$ cat src/rtl/core/rbp_ram.sv
// ----------------------------------------------------------------------------
// rbp_ram: generic single-port RAM
// One access per cycle, write or read, with registered read data.
// ----------------------------------------------------------------------------
`default_nettype none

module rbp_ram #(
    parameter int WIDTH = 8,
    parameter int DEPTH = 512,
    localparam int AW   = (DEPTH > 1) ? $clog2(DEPTH) : 1
) (
    input  wire logic             aclk,
    input  wire logic             we,
    input  wire logic             re,
    input  wire logic [AW-1:0]    addr,
    input  wire logic [WIDTH-1:0] wdata,
    output logic      [WIDTH-1:0] rdata
);

    logic [WIDTH-1:0] store_reg [DEPTH];
    logic [WIDTH-1:0] rdata_reg;

    always_ff @(posedge aclk) begin
        if (we) begin
            store_reg[addr] <= wdata;
        end
        if (re) begin
            rdata_reg <= store_reg[addr];
        end
    end

    assign rdata = rdata_reg;

endmodule

`default_nettype wire

$ cat config.mk
export PLATFORM = sky130hd
export DESIGN_NAME = rbp_ram
export DESIGN_NICKNAME = d
export VERILOG_FILES = /design/src/rtl/core/rbp_ram.sv
export SDC_FILE = /design/constraint.sdc
export NUM_CORES = 2
export LEC_CHECK = 0
export BUFFER_PORTS_ARGS = -buffer_cell sky130_fd_sc_hd__buf_2
export CAP_MARGIN = 20
export CORE_MARGIN = 1
export CORE_UTILIZATION = 47
export DETAILED_ROUTE_END_ITERATION = 10
export PLACE_DENSITY_LB_ADDON = 0.1
export SYNTH_ARGS = -nofsm -noshare
export SYNTH_HDL_FRONTEND = slang
export SYNTH_SLANG_ARGS = --single-unit
$ cat constraint.sdc
create_clock -name aclk -period 7.55 [get_ports aclk]
set_clock_uncertainty 0.15 [all_clocks]
set_input_delay 0 -clock aclk [delete_from_list [all_inputs] [get_ports aclk]]
set_output_delay 0 -clock aclk [all_outputs]
set_load 0.1 [all_outputs]
-- Word-level counts from Yosys, hierarchy flattened
Memory sizes are Yosys's and may differ from the RTL's. A register that Yosys moved wholly into a read port is not among the register bits.
Index checks and enable logic that the tools add are counted.
- register bits: 0
- memory bits (writable): 4096
- output and inout port bits: 8
- word-level logic and storage cells: 3
- memories kept: 1
- mux-type cells: 2
- memory list (memory ; depth ; bits a word ; rd ports ; clocked after memory_dff ; wr ports ; line ; source):
    store_reg ; 512 ; 8 ; 1 ; 1 ; 1 ; 20 ; logic [WIDTH-1:0] store_reg [DEPTH];
- operators with widths (kind ; number):
    two-way mux 1 bit ; 2

-- Depth between registers and ports, before layout
- depth in word-level cells: 2
- depth in mapped cells: 13

-- Least setup slack after synthesis
OpenSTA, ideal clock, no wires.
- path type: input port to flip-flop
- start point: input port addr[0]
- end point: memory store_reg[463][0], enable pin
- data arrival time: 2078 ps
- data required time: 7030 ps
- slack: 4951 ps
- cell stages on the path: 10
- buffers on the path: 8
- cells stage by stage: buf_6 -> buf_12 -> buf_6 -> buf_6 -> buf_4 -> buf_2 -> buf_2 -> nand4_1 -> clkbuf_1 -> nor2_1
- RTL lines (item ; line ; source):
    start, declared ; 15 ; input wire logic [AW-1:0] addr,
    end, declared ; 20 ;
Straight into the memory's write port.

==> impl_metrics.tcl <==
set metrics [dict create \
    path_cells "buf_12, buf_12, buf_4, nor2b_4, buf_4, a221oi_1, a22oi_1, a31oi_1, or4_1, nor3_1, buf_4, nand4_1" \
    die-area_sq_um 339000 \
    met2_usage_pct 41.3 \
    min_period_ns 4.79 \
    grt_pass1_vias 78900 \
    synth_seq_area_share_pct 77.8 \
    ys_warn_count 0 \
    power.total_mw 47.2 \
    cts_buffers 421 \
    hp-start "wdata[6]" \
    core_area_sq_um 334000 \
    synth_ff_type "edfxtp_1" \
    synth_fp_nets 7595 \
    slew_headroom_pct 12.9 \
    drv_cap 0 \
    busiest_layer "met2" \
    final_antenna_net_count 0 \
    dp_hpwl_microns 277000 \
    post-route-period-util_pct 63.4 \
    grtUsageTotal_pct 27.0 \
    hold_path_end "store_reg[450][6]" \
    largest_register_ffs 4096 \
    cts_tree "built" \
    drtIter0Drc 10600 \
    power_frac_comb_pct 4.7 \
    slew_viol_final 0 \
    wl_microns 461000 \
    pwr-share-clk_pct 42.1 \
    h-tree-depth 5 \
    syn2layout_area_growth_pct 11.8 \
    wire_per_inst_microns 36.6 \
    cp-start-kind "input port" \
    synth_area_leaders "edfxtp_1 (78%), mux4_2 (12%), mux2i_1 (2.7%), nor2_1 (1.3%), a22oi_1 (0.85%)" \
    worstPathArrival_ns 5.34 \
    clockBufferDepth 4 \
    whs_path_depth 2 \
    async_flop_share_pct 0 \
    ios 28 \
    die_h_microns 583 \
    critPathKind "input port to flop" \
    fin_tns_setup_ns 0 \
    cts_root_buf "clkbuf_16" \
    synth_seq_cells 4104 \
    syn_area_sq_um 158000 \
    vdd_drop_max_v 0.000220 \
    max_slew.worst_pin.slew_ns 1.29 \
    drive_gt1_share_pct 20.7 \
    cpPeakStageDelay_ns 0.95 \
    r2r_end "rdata[2]" \
    rsz0062_at_grt "false" \
    hp-class "input port to flop" \
    place.gp.congestion 0.877 \
    r2r_start "store_reg[11][2]" \
    fmax_ghz 0.209 \
    swShare_pct 21.7 \
    slowest_stage "nor3_1" \
    io_buffers 27 \
    power_per_cell_area_nw_per_um2 266 \
    yosys.area.top_type "edfxtp_1" \
    crit_top_cell "buf_4" \
    grt-ovfl-total 0 \
    setup_viol 0 \
    clk_latency_ns 0.98 \
    grt_use_met1_pct 40.2 \
    outcome "complete, no violations" \
    die_w_microns 583 \
    crit_required_ns 8.10 \
    cts.sinks 4104 \
    worst-r2r-setup-slack_ns 3.35 \
    syn_inst 7575 \
    yosysUniqueCellTypes 66 \
    crit_path_max_fanout 72 \
    floorplan.rows 212 \
    firstDrtPassIters 5 \
    crit_buf_inv 5 \
    intPower_mw 36.9 \
    final_nets 7779 \
    use_met3_pct 4.75 \
    via_count 80400 \
    hold_viol 0 \
    via_per_inst 6.38 \
    syn_area_per_cell_sq_um 20.9 \
    cts.clk_slew.worst_paths_ns 0.06 \
    crit_path_end_kind "flop" \
    reg2regPathDepth 9 \
    grt_pass1_wl_microns 641000 \
    critical_path.top_delay_family "buffers and inverters" \
    p_sw_mw 10.3 \
    leakage_nw 54.8 \
    yosysTopAreaCellShare_pct 77.8 \
    antenna_found_initial 32 \
    drc 0 \
    grt_start_max_net_pins 180 \
    synth_edf_count 4104 \
    seq_power_share_pct 53.3 \
    start_util_pct 47.4 \
]
final cells by class:
cell class / instances / area (sq um)
flip-flops and latches: 4104 / 123000
diodes: 12 / 30.0
clock inverters: 240 / 1830
repair buffers: 244 / 2390
well taps: 4494 / 5620
fillers: 26000 / 157000
clock buffers: 527 / 11000
multi-input cells: 2984 / 33000
inverters: 4 / 20.0
worst max-delay path by stage:
stage               startpoint           endpoint  slack [ns]  cells after the start
floorplan              addr[0]  store_reg[463][0]        4.95                     10
global placement       addr[0]           rdata[3]        1.36                      9
detailed placement     addr[0]           rdata[2]        1.90                     12
CTS                    addr[0]           rdata[2]        2.94                     12
global route           addr[0]           rdata[2]        2.80                     12
finish                 addr[0]           rdata[2]        2.76                     12
cells in the final DEF (no fill, tap or decap), types with 77 or more instances in the layout:
| cell | count |
|---|---|
| buf_4 | 163 |
| mux2i_1 | 434 |
| edfxtp_1 | 4104 |
| clkinv_1 | 106 |
| clkbuf_16 | 426 |
| a221oi_1 | 91 |
| clkinv_2 | 83 |
| mux4_2 | 816 |
| nand2_1 | 124 |
| clkbuf_1 | 101 |
| nor2_1 | 541 |
| o22ai_1 | 118 |
| a22oi_1 | 180 |
| a21oi_1 | 77 |
per-layer routing:
layer  vias to the layer above  share of wire, %  wire, microns
li1                      32200                 -              -
met1                     43800                42         195000
met2                      3738                46         213000
met3                       616               8.3          38400
met4                         6               3.1          14100
met5                         -            0.0095             44
power by group through the flow:
stage               combinational, mW  sequential, mW  clock [mW]
floorplan                        1.05            25.6           0
global placement                 2.15            25.6           0
detailed placement               2.18            25.6           0
CTS                              2.21            25.1        20.1
global route                     2.28            25.1        20.9
finish                           2.20            25.1        19.8
cell families (layout without fill, tap and decap cells):
logic type / count (synthesis) / in the layout / share of synthesized area [%]
muxes: 1268 / 1268 / 14.5
AOI/OAI and AO/OA: 758 / 758 / 3.42
buffers and inverters: 487 / 1015 / 1.59
other: 0 / 12 / 0
DFF: 4104 / 4104 / 77.8
and+or+nand+nor: 958 / 958 / 2.73
Yosys cell counts, types with 24 or more instances:
master and count:
and3_1 25, a32oi_1 26, clkbuf_1 196, nand4_1 47, buf_2 182, edfxtp_1 4104, a211oi_1 36, nor4_1 38
mux4_2 816, nor2b_1 25, buf_4 56, buf_6 24, a221oi_1 91, o21ai_0 45, a22oi_1 180, nor2_1 548
a21oi_1 77, nand2_1 130, nand3_1 47, mux2i_1 434, a22o_1 47, o22ai_1 118, a31oi_1 76
metrics by stage:
stage	utilization [%]	setup WS [ns]	area, sq um	hold WS (ns)	instances
after global placement	49.0	1.36	164000	0.274	11800
final	53.0	2.76	177000	0.0443	12600
after floorplan	-	4.95	158000	-0.0511	7575
after CTS	53.0	2.94	177000	0.00849	12600
after global routing	53.0	2.80	177000	0.0653	12600
after detailed placement	49.0	1.90	164000	0.286	11800
worst register-to-register path: stages, from the launching register on:
cell	delay, ns
edfxtp_1	0.36
mux4_2	0.51
a22o_1	0.28
a221oi_1	0.34
a31oi_1	0.21
buf_4	0.24
or4_1	0.53
nor3_1	0.96
buf_4	0.28
nand4_1	0.09
repair_timing:
action                                   CTS  global route
endpoints found under the setup margin     0             0
hold buffers                              24             0
buffers inserted                           0             0
endpoints found under the hold margin   3309             0
gates resized for setup                    0             0
(Power assumes the default switching activity.)
