`src/rtl/core/rbp_pkg.sv`:
```
// ----------------------------------------------------------------------------
// rbp_pkg: shared types and constants of the ring buffer pool
// Command codes, fixed field widths and the structs passed between modules.
// ----------------------------------------------------------------------------
`default_nettype none

package rbp_pkg;

    localparam int CMD_W     = 3;
    localparam int ID_IN_W   = 2;
    localparam int DATA_W    = 8;
    localparam int FILL_W    = 8;
    localparam int MASK_W    = 4;
    localparam int S_TDATA_W = 16;
    localparam int M_TDATA_W = 32;

    localparam logic [CMD_W-1:0] CMD_ALLOC    = 3'd0;
    localparam logic [CMD_W-1:0] CMD_RELEASE  = 3'd1;
    localparam logic [CMD_W-1:0] CMD_CLEAR    = 3'd2;
    localparam logic [CMD_W-1:0] CMD_PUSH     = 3'd3;
    localparam logic [CMD_W-1:0] CMD_POP      = 3'd4;
    localparam logic [CMD_W-1:0] CMD_FREE_ALL = 3'd5;

    // Status of one request, everything but the popped byte.
    typedef struct packed {
        logic                ok;
        logic [ID_IN_W-1:0]  id_out;
        logic [FILL_W-1:0]   fill_level;
        logic                is_empty;
        logic                is_full;
        logic [MASK_W-1:0]   used_mask;
        logic                pop;
    } rbp_result_t;

    // Byte store strobes.
    typedef struct packed {
        logic we;
        logic re;
    } rbp_mem_ctl_t;

endpackage

`default_nettype wire

```
`src/rtl/core/rbp_ctrl.sv`:
```
// ----------------------------------------------------------------------------
// rbp_ctrl: buffer bookkeeping of the ring buffer pool
// Holds the in-use and prepared bitmaps, head and count per buffer, decodes
// one request per cycle while take is high, and drives the byte store.
// ----------------------------------------------------------------------------
`default_nettype none

module rbp_ctrl import rbp_pkg::*; #(
    parameter int NUM_BUFFERS  = 4,
    parameter int BUFFER_BYTES = 128,
    localparam int ID_W  = (NUM_BUFFERS > 1) ? $clog2(NUM_BUFFERS) : 1,
    localparam int POS_W = $clog2(BUFFER_BYTES),
    localparam int CNT_W = $clog2(BUFFER_BYTES + 1)
) (
    input  wire logic               aclk,
    input  wire logic               aresetn,
    input  wire logic               take,
    input  wire logic [CMD_W-1:0]   cmd,
    input  wire logic [ID_IN_W-1:0] buf_id,
    input  wire logic [DATA_W-1:0]  data_in,
    output rbp_result_t             res,
    output rbp_mem_ctl_t            mem,
    output logic [ID_W+POS_W-1:0]   mem_addr,
    output logic [DATA_W-1:0]       mem_wdata
);

    logic [NUM_BUFFERS-1:0] in_use_reg,   in_use_next;
    logic [NUM_BUFFERS-1:0] prepared_reg, prepared_next;
    logic [POS_W-1:0]       head_reg  [NUM_BUFFERS];
    logic [POS_W-1:0]       head_next [NUM_BUFFERS];
    logic [CNT_W-1:0]       count_reg [NUM_BUFFERS];
    logic [CNT_W-1:0]       count_next[NUM_BUFFERS];

    logic             valid_id;
    logic [ID_W-1:0]  id_sel;
    logic             free_found;
    logic [ID_W-1:0]  free_idx;
    logic             is_alloc;
    logic [ID_W-1:0]  tgt;
    logic             tgt_valid;
    logic [CNT_W-1:0] cur_cnt;
    logic [POS_W-1:0] cur_head;
    logic             cur_prep;
    logic             cur_full;
    logic [POS_W:0]   push_sum;
    logic [POS_W-1:0] push_pos;
    logic [POS_W-1:0] head_inc;
    logic [CNT_W-1:0] cnt_new;
    logic             prep_new;
    logic             ok;
    logic             do_we;
    logic             do_re;
    logic [POS_W-1:0] addr_pos;
    logic [CNT_W-1:0] fill;

    // Lowest free buffer.
    always_comb begin
        free_found = 1'b0;
        free_idx   = '0;
        for (int i = NUM_BUFFERS - 1; i >= 0; i--) begin
            if (!in_use_reg[i]) begin
                free_found = 1'b1;
                free_idx   = ID_W'(i);
            end
        end
    end

    assign valid_id  = int'(buf_id) < NUM_BUFFERS;
    assign id_sel    = valid_id ? ID_W'(buf_id) : '0;
    assign is_alloc  = (cmd == CMD_ALLOC);
    assign tgt       = is_alloc ? free_idx : id_sel;
    assign tgt_valid = is_alloc ? free_found : valid_id;

    assign cur_cnt  = count_reg[tgt];
    assign cur_head = head_reg[tgt];
    assign cur_prep = prepared_reg[tgt];
    assign cur_full = (cur_cnt == CNT_W'(BUFFER_BYTES));

    // Tail slot: head plus count, wrapped once.
    assign push_sum = {1'b0, cur_head} + (POS_W+1)'(cur_cnt);
    assign push_pos = (push_sum >= (POS_W+1)'(BUFFER_BYTES))
                    ? POS_W'(push_sum - (POS_W+1)'(BUFFER_BYTES))
                    : POS_W'(push_sum);
    assign head_inc = (cur_head == POS_W'(BUFFER_BYTES - 1)) ? '0 : cur_head + 1'b1;

    always_comb begin
        in_use_next   = in_use_reg;
        prepared_next = prepared_reg;
        head_next     = head_reg;
        count_next    = count_reg;
        ok            = 1'b1;
        cnt_new       = cur_cnt;
        prep_new      = cur_prep;
        do_we         = 1'b0;
        do_re         = 1'b0;
        addr_pos      = cur_head;
        case (cmd)
            CMD_ALLOC: begin
                ok = free_found;
                if (free_found) begin
                    in_use_next[tgt]   = 1'b1;
                    prepared_next[tgt] = 1'b1;
                    head_next[tgt]     = '0;
                    count_next[tgt]    = '0;
                    cnt_new            = '0;
                    prep_new           = 1'b1;
                end
            end
            CMD_RELEASE: begin
                if (valid_id) begin
                    in_use_next[tgt] = 1'b0;
                end
            end
            CMD_CLEAR: begin
                if (valid_id) begin
                    prepared_next[tgt] = 1'b1;
                    head_next[tgt]     = '0;
                    count_next[tgt]    = '0;
                    cnt_new            = '0;
                    prep_new           = 1'b1;
                end
            end
            CMD_PUSH: begin
                ok = valid_id && cur_prep && !cur_full;
                if (ok) begin
                    count_next[tgt] = cur_cnt + 1'b1;
                    cnt_new         = cur_cnt + 1'b1;
                    do_we           = 1'b1;
                    addr_pos        = push_pos;
                end
            end
            CMD_POP: begin
                ok = valid_id && (cur_cnt != '0);
                if (ok) begin
                    count_next[tgt] = cur_cnt - 1'b1;
                    cnt_new         = cur_cnt - 1'b1;
                    head_next[tgt]  = head_inc;
                    do_re           = 1'b1;
                end
            end
            CMD_FREE_ALL: begin
                in_use_next = '0;
            end
            default: begin
            end
        endcase
    end

    assign fill = tgt_valid ? cnt_new : '0;

    always_comb begin
        res.ok         = ok;
        res.id_out     = is_alloc ? (free_found ? ID_IN_W'(free_idx) : '0) : buf_id;
        res.fill_level = FILL_W'(fill);
        res.is_empty   = (fill == '0);
        res.is_full    = tgt_valid && prep_new && (cnt_new == CNT_W'(BUFFER_BYTES));
        res.used_mask  = MASK_W'(in_use_next);
        res.pop        = do_re;
    end

    assign mem.we    = take & do_we;
    assign mem.re    = take & do_re;
    assign mem_addr  = {tgt, addr_pos};
    assign mem_wdata = data_in;

    always_ff @(posedge aclk) begin
        if (!aresetn) begin
            in_use_reg   <= '0;
            prepared_reg <= '0;
            head_reg     <= '{default: '0};
            count_reg    <= '{default: '0};
        end else if (take) begin
            in_use_reg   <= in_use_next;
            prepared_reg <= prepared_next;
            head_reg     <= head_next;
            count_reg    <= count_next;
        end
    end

`ifndef NO_ASSERTIONS
    a_count_bound: assert property (@(posedge aclk) disable iff (!aresetn)
        count_reg[tgt] <= CNT_W'(BUFFER_BYTES))
        else $error("buffer count above capacity");

    a_free_all: assert property (@(posedge aclk) disable iff (!aresetn)
        take && cmd == CMD_FREE_ALL |=> in_use_reg == '0)
        else $error("free all left a buffer in use");

    a_alloc_grant: assert property (@(posedge aclk) disable iff (!aresetn)
        take && is_alloc && free_found |=>
            in_use_reg[$past(free_idx)] && prepared_reg[$past(free_idx)] &&
            count_reg[$past(free_idx)] == '0)
        else $error("allocated buffer not marked, prepared and empty");

    a_push_count: assert property (@(posedge aclk) disable iff (!aresetn)
        take && mem.we |=> count_reg[$past(tgt)] == $past(cur_cnt) + 1'b1)
        else $error("store write without count increment");
`endif

endmodule

`default_nettype wire

```
`config.mk`:
```
export PLATFORM = sky130hd
export DESIGN_NAME = rbp_ctrl
export DESIGN_NICKNAME = d
export VERILOG_FILES = /design/src/rtl/core/rbp_pkg.sv /design/src/rtl/core/rbp_ctrl.sv
export SDC_FILE = /design/constraint.sdc
export NUM_CORES = 1
export LEC_CHECK = 0
export BUFFER_PORTS_ARGS = -buffer_cell sky130_fd_sc_hd__buf_2
export CAP_MARGIN = 20
export CORE_MARGIN = 8
export CORE_UTILIZATION = 30
export CTS_CLUSTER_SIZE = 24
export DETAILED_ROUTE_END_ITERATION = 7
export GPL_TIMING_DRIVEN = 0
export SYNTH_ARGS = -nofsm -noshare
export SYNTH_HDL_FRONTEND = slang
export SYNTH_SLANG_ARGS = --single-unit
```
`constraint.sdc`:
```
create_clock -name aclk -period 8.8 [get_ports aclk]
set_input_delay 1.76 -clock aclk [delete_from_list [all_inputs] [get_ports aclk]]
set_output_delay 1.76 -clock aclk [all_outputs]
set_load 0.01 [all_outputs]
```
* Yosys cells after proc, flatten, opt, wreduce, memory -nomap -nowiden
Cells that the tools add are included.
** Storage, ports and cells
- Register bits :: 68
- Input bits :: 16
- Output and inout port bits :: 37
** Operators by class
- Add/sub/neg operators :: 5
- $lt $le $gt $ge :: 5
- Eq/ne operators :: 11
- Muxes and demuxes :: 56
- Bitwise gates (word level) :: 11
- Reduce and logical (&&, ||, !) cells :: 15
** Operator list (count)
- case mux 32 bit (4 select lines) :: 1
- two-way mux 32 bit :: 3
- case mux 28 bit (3 select lines) :: 1
- bitwise mux 32 bit :: 2
- two-way mux 28 bit :: 2
- two-way mux 8 bit :: 7
- two-way mux 7 bit :: 7
- bitwise AND 32 bit :: 1
- NOT 32 bit :: 1
- case mux 8 bit (4 select lines) :: 1
- bitwise AND 28 bit :: 1
- bitwise mux 28 bit :: 1
- NOT 28 bit :: 1
- binary-select mux 8 bit (select 2 bit) :: 1
- demux 8 bit (select 2 bit) :: 1
- equality test 8 bit, second input constant :: 2
- binary-select mux 7 bit (select 2 bit) :: 1
- demux 7 bit (select 2 bit) :: 1
- two-way mux 2 bit :: 7
- two-way mux 1 bit :: 12
- case mux 4 bit (3 select lines) :: 1
- adder 7 x 8 -> 8 bit :: 1
- adder 8 x 1 -> 8 bit, second input constant :: 1
- >= comparator 8 bit, second input constant :: 1
- other kinds (34) :: 45

* Depth between registers and ports, before layout
Gate-level depths: netlist of run 1.
- Depth in word-level cells :: 16
- Depth in mapped cells :: 17

* Worst setup path before layout of run 1
Ideal clock, no wire load.
- Path kind :: input to output
- Start point :: input port cmd[2]
- End point :: output port mem_addr[5]
- Arrival time :: 4.798 ns
- Data required time :: 7.040 ns
- Slack :: 2.242 ns
- Cell stages on the path :: 15
- Cells stage by stage :: or3_4 and2_4 buf_6 nor2_8 inv_4 clkbuf_1 a211oi_1 a31o_2 inv_1 ha_1 maj3_1 maj3_1 a31oi_1 xor2_1 o21ai_0
** Between the ends
- Longest elaborated chain between the ends :: 11
- Elaborated cells on any way between the ends :: 21
- Those cells by class :: add/sub (2); order compare (1); eq/ne (2); mux (12); bitwise (1); reduce/logical (3)
** Ends and longest elaborated chain
- from (decl) :: line rbp_ctrl.sv:18 : input wire logic [CMD_W-1:0] cmd,
- zero test 3 bit :: line rbp_ctrl.sv:70 : assign is_alloc = (cmd == CMD_ALLOC);
- two-way mux 2 bit :: line rbp_ctrl.sv:71 : assign tgt = is_alloc ? free_idx : id_sel;
- NOT 2 -> 3 bit (not written as such) :: line rbp_ctrl.sv:74, rbp_ctrl.sv:75
- binary-select mux 7 bit (select 2 bit) / binary-select mux 8 bit (select 2 bit) (equally long branches) :: line rbp_ctrl.sv:75, rbp_ctrl.sv:74
- two-way mux 7 bit (not written as such) / two-way mux 8 bit (equally long branches) (2 in series) :: line rbp_ctrl.sv:75, rbp_ctrl.sv:74
- adder 7 x 8 -> 8 bit / equality test 8 bit (equally long branches) :: line rbp_ctrl.sv:80, rbp_ctrl.sv:77
- subtractor 7 x 1 -> 7 bit (tied with other cells) :: line rbp_ctrl.sv:82 : ? POS_W'(push_sum - (POS_W+1)'(BUFFER_BYTES))
- two-way mux 7 bit / logical AND 1 bit (equally long branches) :: line rbp_ctrl.sv:82, rbp_ctrl.sv:124
- two-way mux 7 bit :: line rbp_ctrl.sv:125 : if (ok) begin
- two-way mux 7 bit (*) :: line rbp_ctrl.sv:97 : case (cmd)
- to (decl) :: line rbp_ctrl.sv:23 : output logic [ID_W+POS_W-1:0] mem_addr,
Mark *: on every way between the ends. The rest lies on a longest branch, timed or not. The select of a mux whose other input is x is not followed.

* Worst setup path in the final report of run 1
- Start point :: input port cmd[0]
- End point :: output port mem_addr[5]
The elaborated chain is that of the path after synthesis.

==> results of run 1 <==
synthesized netlist by cell type (6+ instances only):
master	count
buf_2	9
a31oi_1	13
a211oi_1	8
a22oi_1	28
nor2b_1	46
ha_1	8
inv_1	20
a31o_2	7
dfxtp_1	68
o211a_1	16
and2_1	6
nor3_1	9
o21ai_0	24
mux2i_1	35
xnor2_1	12
nand2_1	45
clkbuf_1	13
o221ai_1	6
nor2_1	37
buf_6	12
buf_4	12
and3_1	12
nand3_1	13
a21oi_1	18
kinds of logic (layout without fill, tap and decap cells):
logic type,count (synthesis),in the layout,share of synthesized area (%)
fa+ha+maj,10,10,2.445
compound gates,173,173,27.00
xor+xnor,13,13,2.318
mux,42,42,9.195
simple gates,202,202,22.72
buf+inv,73,132,8.609
flops,68,68,27.71
stage by stage:
stage | cells | utilization [%]
3_3_place_gp | 840 | 33.86
6_report | 856 | 35.63
3_5_place_dp | 840 | 33.86
4_1_cts | 856 | 35.63
5_1_grt | 856 | 35.63
2_1_floorplan | 581 | -
routing by layer:
layer / vias to the layer above / routed length [um] / track usage (%)
met1: 2157 / 6847 / 18.64
li1: 2228 / - / -
met2: 131 / 7085 / 24.39
met3: 27 / 719 / 1.128
met4: 0 / 387 / 7.250
met5: - / 0 / 0
layout make-up:
cell class                 count  area, sq um  share of cell area [%]
clock buffer                  15        277.8                   4.890
clock inverter                 1        5.005                 0.08811
timing repair buffer          43        215.2                   3.789
tap                          216        270.3                   4.758
multi-input combinational    440         3128                   55.07
sequential                    68         1361                   23.96
inverter                      26        100.1                   1.762
buffer                        47        322.8                   5.683
cell usage in the layout (no fill, tap or decap), types with 13 or more instances in the layout:
| cell type | n |
|---|---|
| nand3_1 | 13 |
| a21oi_1 | 18 |
| o211a_1 | 16 |
| nor2b_1 | 46 |
| nand2_1 | 45 |
| nor2_1 | 37 |
| a22oi_1 | 28 |
| clkbuf_1 | 16 |
| buf_2 | 52 |
| dfxtp_1 | 68 |
| a31oi_1 | 13 |
| o21ai_0 | 24 |
| mux2i_1 | 35 |
| inv_1 | 20 |
worst max path at each step:
| stage | startpoint | endpoint | slack (ns) | cells past startpoint |
|---|---|---|---|---|
| 2_1_floorplan | cmd[2] | mem_addr[5] | 2.24 | 15 |
| 3_3_place_gp | cmd[0] | mem_addr[5] | 1.58 | 16 |
| 3_5_place_dp | cmd[0] | mem_addr[5] | 1.60 | 16 |
| 4_1_cts | cmd[0] | mem_addr[5] | 1.59 | 16 |
| 5_1_grt | cmd[0] | mem_addr[5] | 1.42 | 16 |
| 6_report | cmd[0] | mem_addr[5] | 1.60 | 16 |
critical path, stage by stage:
cell and delay, ns:
buf_2 0.12, buf_6 0.14, o31a_1 0.29, a41oi_2 0.30, buf_6 0.23, buf_6 0.18
clkbuf_1 0.46, a31o_2 0.28, inv_1 0.09, ha_1 0.21, maj3_1 0.35, maj3_1 0.39
a31oi_1 0.23, xor2_1 0.16, o21ai_0 0.08, buf_2 0.15
power groups by stage:
| stage | Clock (uW) | Combinational (uW) | Sequential [uW] |
|---|---|---|---|
| 2_1_floorplan | 0 | 131 | 323 |
| 3_3_place_gp | 0 | 183 | 324 |
| 3_5_place_dp | 0 | 183 | 324 |
| 4_1_cts | 346 | 184 | 317 |
| 5_1_grt | 358 | 200 | 318 |
| 6_report | 344 | 184 | 318 |
==> results.sh, run 1 <==
export IMPL_seq_area_frac_synth_pct=27.71
export IMPL_tns_ns=0
export IMPL_rsz0062_at_grt="no"
export IMPL_nets=659
export IMPL_root_buffer="clkbuf_16"
export IMPL_holdBufCountCts=0
export IMPL_core_sq_um=15940
export IMPL_r2r_cells=13
export IMPL_hpwl_mm=11.27
export IMPL_vias=4543
export IMPL_min_period_ns=7.199
export IMPL_end_kind="output port"
export IMPL_worstPathMaxFanout=10
export IMPL_ant_nets=0
export IMPL_die_x_um=144.0
export IMPL_hold_depth=1
export IMPL_ys_types=79
export IMPL_synth_seq_cells=68
export IMPL_placementRows=46
export IMPL_cts_buffers=9
export IMPL_grt_pass1_wl_mm=23.71
export IMPL_grt_max_degree=11
export IMPL_p_comb_share_pct=21.8
export IMPL_fmax_mhz=138.9
export IMPL_worst_pin_slew_ns=1.098
export IMPL_antenna_cells=0
export IMPL_grt_use_total_pct=14.64
export IMPL_fillCellCount=1706
export IMPL_max_slew_margin_pct=26.21
export IMPL_ios=53
export IMPL_gp_congestion=0.9158
export IMPL_clk_pin_slew_ns=0.06
export IMPL_fin_crit_sh_pct=81.80
export IMPL_status="finished clean"
export IMPL_grt_ovfl_total=0
export IMPL_antenna_found_initial=0
export IMPL_die_area_sq_um=20720
export IMPL_syn_area_sq_um=4912
export IMPL_power_share_clock_pct=40.7
export IMPL_worstReg2RegStart="in_use_reg[1]"
export IMPL_ys_warn_count=0
export IMPL_first_iter_violations=290
export IMPL_synth_top_area_share_pct=27.71
export IMPL_synthArstFlopShare_pct=0
export IMPL_syn_instance_count=581
export IMPL_yosysTopAreaCell="dfxtp_1"
export IMPL_firstDrtPassIters=5
export IMPL_post_cts_buffers=0
export IMPL_power_density_nw_per_um2=148.9
export IMPL_largest_reg_flops=32
export IMPL_cap_violations=0
export IMPL_worstHoldStart="prepared_reg[1]"
export IMPL_pwr_share_seq_pct=37.6
export IMPL_hold_viol_final=0
export IMPL_yosys_top_cells_area="dfxtp_1 28%, mux2i_1 7.1%, nor2b_1 5.9%, a22oi_1 4.3%, nand2_1 3.4%"
export IMPL_synth_ff_type="dfxtp_1"
export IMPL_p_int_uw=597.6
export IMPL_drive_gt1_share_pct=22.97
export IMPL_crit_path_start_kind="input port"
export IMPL_total_power_uw=845.9
export IMPL_peakVddDrop_uv=90.01
export IMPL_setup_violations=0
export IMPL_wl_per_cell_um=17.57
export IMPL_pre_cts_slack_ns=1.597
export IMPL_clock_sinks=68
export IMPL_drc=0
export IMPL_finalWorstSetupSlack_ns=1.601
export IMPL_portBuffers=43
export IMPL_clkLatencyLatePin_ns=0.34
export IMPL_htree_levels=3
export IMPL_holdPathEnd="prepared_reg[1]"
export IMPL_path_class="input port to output port"
export IMPL_synth_edff_count=0
export IMPL_synth_nets=605
export IMPL_leakagePower_uw=0.002351
export IMPL_p_sw_uw=248.3
export IMPL_placement_cell_area_sq_um=5398
export IMPL_cts_resized=0
export IMPL_dieHeight_um=144.0
export IMPL_worstReg2RegEnd="head_reg[4]"
export IMPL_start_util_pct=30.81
export IMPL_post_route_cell_area_sq_um=5680
export IMPL_cts_tree="built"
export IMPL_viasPerCell=5.307
export IMPL_rrSetupSlack_ns=5.18
export IMPL_critPathArrivalTime_ns=5.44
export IMPL_clock_path_buffers=2
export IMPL_slew_violations=0
export IMPL_switching_share_pct=29.35
export IMPL_postSynthAreaPerCell_sq_um=8.455
export IMPL_cp_data_required_time_ns=7.04
export IMPL_syn_to_final_growth_pct=15.64
export IMPL_fin_worst_skew_ns=0.006631
export IMPL_wirelength_mm=15.04
export IMPL_holdWs_ns=0.4583
export IMPL_hold_class="register to register"
export IMPL_grt_pass1_vias=4324
Note: power is estimated with default switching activity, not from simulation.
==> inputs of run 2 (changes only) <==
Settings changed: ABC_AREA set to 1.
Clock period 8.8 ns to 6.1 ns, I/O delays scaled along.
==> run 2 against run 1 <==
  * Combinational power rose by 59%
  * Cell area rose by 2.5%
  * Die area rose by 2.6%
  * Sequential power rose by 47%
  * Wire length rose by 11%
  * Via count rose by 19%
  * Synthesized area rose by 3.0%
  * Register-to-register slack got worse by 2.2 ns
  * Hold slack got worse by 0.015 ns
  * Synthesized cell count rose by 41%
  * Global-route usage rose by 1.1 points
  * Critical path type unchanged
  * Largest cell class unchanged
  * Highest routed layer unchanged
==> results.sh, run 2 <==
export IMPL_p_comb_share_pct=23.7
export IMPL_syn_area_sq_um=5057
export IMPL_pwr_share_seq_pct=37.6
export IMPL_final_common_cell="nand2_1"
export IMPL_fin_cells=1097
export IMPL_synth_top_area_share_pct=26.92
export IMPL_critPathArrivalTime_ns=4.20
export IMPL_hpwl_mm=12.88
export IMPL_wirelength_mm=16.75
export IMPL_synth_xor_area_share_pct=1.188
export IMPL_power_share_clock_pct=38.7
export IMPL_pre_cts_slack_ns=0.6986
export IMPL_nets=896
export IMPL_clkLatencyLatePin_ns=0.33
export IMPL_viasPerCell=4.932
export IMPL_wl_per_cell_um=15.27
export IMPL_layout_common_cells="244 x nand2_1, 69 x inv_1, 69 x o21ai_0"
export IMPL_portBuffers=44
export IMPL_synth_top_family_by_area="simple AND/OR/NAND/NOR gates"
export IMPL_synthArstFlopShare_pct=0
export IMPL_ys_types=43
export IMPL_dieHeight_um=145.8
export IMPL_yosys_top_cells_area="dfxtp_1 27%, nand2_1 18%, o21ai_0 6.8%, a21oi_1 5.8%, nand3_1 5.1%"
export IMPL_worst_pin_slew_ns=0.6716
export IMPL_cap_violations=0
export IMPL_die_area_sq_um=21270
export IMPL_first_iter_violations=489
export IMPL_grt_use_total_pct=15.76
export IMPL_fillCellCount=1801
export IMPL_netlist_top_cells_count="244 x nand2_1, 69 x inv_1, 69 x o21ai_0"
export IMPL_firstDrtPassIters=5
export IMPL_clk_pin_slew_ns=0.05
export IMPL_synthAdderAreaFrac_pct=1.979
export IMPL_setup_violations=0
export IMPL_core_sq_um=16520
export IMPL_syn_to_final_growth_pct=15.17
export IMPL_seq_area_frac_synth_pct=26.92
export IMPL_fmax_mhz=184.6
export IMPL_ys_warn_count=0
export IMPL_grt_ovfl_total=0
export IMPL_yosysTopAreaCell="dfxtp_1"
export IMPL_postSynthAreaPerCell_sq_um=6.190
export IMPL_fin_worst_skew_ns=0.007302
export IMPL_synth_most_common_cell="nand2_1"
export IMPL_end_kind="output port"
export IMPL_drive_gt1_share_pct=18.47
export IMPL_leakagePower_uw=0.002615
export IMPL_power_density_nw_per_um2=212.5
export IMPL_status="finished clean"
export IMPL_synth_seq_cells=68
export IMPL_cts_resized=0
export IMPL_grt_pass1_vias=5250
export IMPL_holdBufCountCts=0
export IMPL_synthMuxAreaShare_pct=0
export IMPL_worstPathMaxFanout=10
export IMPL_p_sw_uw=406.4
export IMPL_htree_levels=3
export IMPL_path_class="input port to output port"
export IMPL_fin_crit_sh_pct=88.79
export IMPL_p_int_uw=831.0
export IMPL_ant_nets=0
export IMPL_synth_simple_area_share_pct=39.83
export IMPL_crit_path_start_kind="input port"
export IMPL_min_period_ns=5.416
export IMPL_slew_violations=0
export IMPL_peakVddDrop_uv=135.4
export IMPL_hold_viol_final=0
export IMPL_largest_reg_flops=32
export IMPL_grt_pass1_wl_mm=27.14
export IMPL_max_slew_margin_pct=54.75
export IMPL_rsz0062_at_grt="no"
export IMPL_switching_share_pct=32.84
export IMPL_tns_ns=0
export IMPL_synth_edff_count=0
export IMPL_dp_cells=1081
export IMPL_final_core_util_pct=35.25
export IMPL_synth_ff_type="dfxtp_1"
export IMPL_placementRows=47
export IMPL_grt_max_degree=12
export IMPL_clock_path_buffers=2
export IMPL_cts_buffers=9
export IMPL_antenna_found_initial=0
export IMPL_clock_sinks=68
export IMPL_start_util_pct=30.60
export IMPL_synth_compound_area_share_pct=19.15
export IMPL_cp_data_required_time_ns=4.88
export IMPL_root_buffer="clkbuf_16"
export IMPL_die_x_um=145.8
export IMPL_hold_class="register to register"
export IMPL_finalWorstSetupSlack_ns=0.6836
export IMPL_ios=53
export IMPL_post_cts_buffers=0
export IMPL_vias=5410
export IMPL_cts_tree="built"
export IMPL_drc=0
export IMPL_syn_instance_count=817
export IMPL_gp_congestion=0.9288
export IMPL_antenna_cells=0
export IMPL_synth_nets=841
run 2: changes by cell type after synthesis, moves of 13 or more:
cell,previous run,this run
a21oi_1,18,59
a22oi_1,28,3
inv_1,20,69
mux2i_1,35,0
nand2_1,45,244
nand2_2,5,27
nand3_1,13,52
nor2_1,37,63
nor2_2,0,16
nor2b_1,46,0
o211a_1,16,0
o21ai_0,24,69
o21ai_1,2,15
run 2: layout make-up:
cell class,count,area [sq um],share of cell area (%)
plain buffers,38,252.7,4.339
clock buffers,12,246.5,4.232
clock inverters,4,25.02,0.4296
inverters,80,300.3,5.156
multi-input cells,631,3143,53.96
flip-flops and latches,68,1361,23.37
well taps,220,275.3,4.726
repair buffers,44,220.2,3.781
run 2: logic make-up (layout without fill, tap and decap cells):
group / count (synthesis) / in the layout
and+or+nand+nor: 437 / 437
AOI/OAI and AO/OA: 180 / 180
buffers and inverters: 118 / 178
DFF: 68 / 68
adders and majority gates: 8 / 8
xor gates and xnor gates: 6 / 6
run 2: metrics by stage:
step	hold WS, ns	area (sq um)	power, uW
final	0.4432	5824	1237
after global routing	0.4687	5824	1294
after CTS	0.4448	5824	1241
after detailed placement	0.4365	5553	764.5
after global placement	0.4334	5553	763.2
after floorplan	0.4237	5057	675.7
run 2: final timing paths:
kind | depth (start not counted) | to | slack [ns] | startpoint
worst min register to register | 2 | count_reg[18] | 0.44 | count_reg[18]
worst max register to register | 19 | count_reg[10] | 2.96 | in_use_reg[0]
worst min-delay path | 2 | count_reg[18] | 0.44 | count_reg[18]
worst max-delay path | 22 | res[5] | 0.68 | cmd[1]
run 2: routing by layer:
layer | GRT usage [%] | share of wire, %
met1 | 19.24 | 45
met2 | 27.14 | 47
met3 | 2.488 | 5.0
met4 | 6.143 | 2.7
met5 | 0 | 0
run 2: power by group through the flow:
stage / logic, uW / clock network (uW) / registers, uW
final: 293 / 479 / 466
after global routing: 323 / 504 / 467
after CTS: 290 / 485 / 466
after detailed placement: 289 / 0 / 475
after global placement: 288 / 0 / 475
after floorplan: 203 / 0 / 473
run 2: critical path, stage by stage:
cell	delay, ns
buf_2	0.16
nor2_4	0.12
nand2_4	0.10
o21ai_2	0.28
buf_4	0.25
nor2_2	0.08
nand2_1	0.06
nand2_1	0.05
nor2_1	0.27
ha_1	0.23
inv_1	0.07
nor2_4	0.11
nand2_2	0.11
nand3_2	0.09
buf_4	0.18
nor2_1	0.06
nor2_2	0.19
nand2_1	0.07
nor2_1	0.09
nand2_1	0.07
nor3_2	0.15
buf_2	0.15
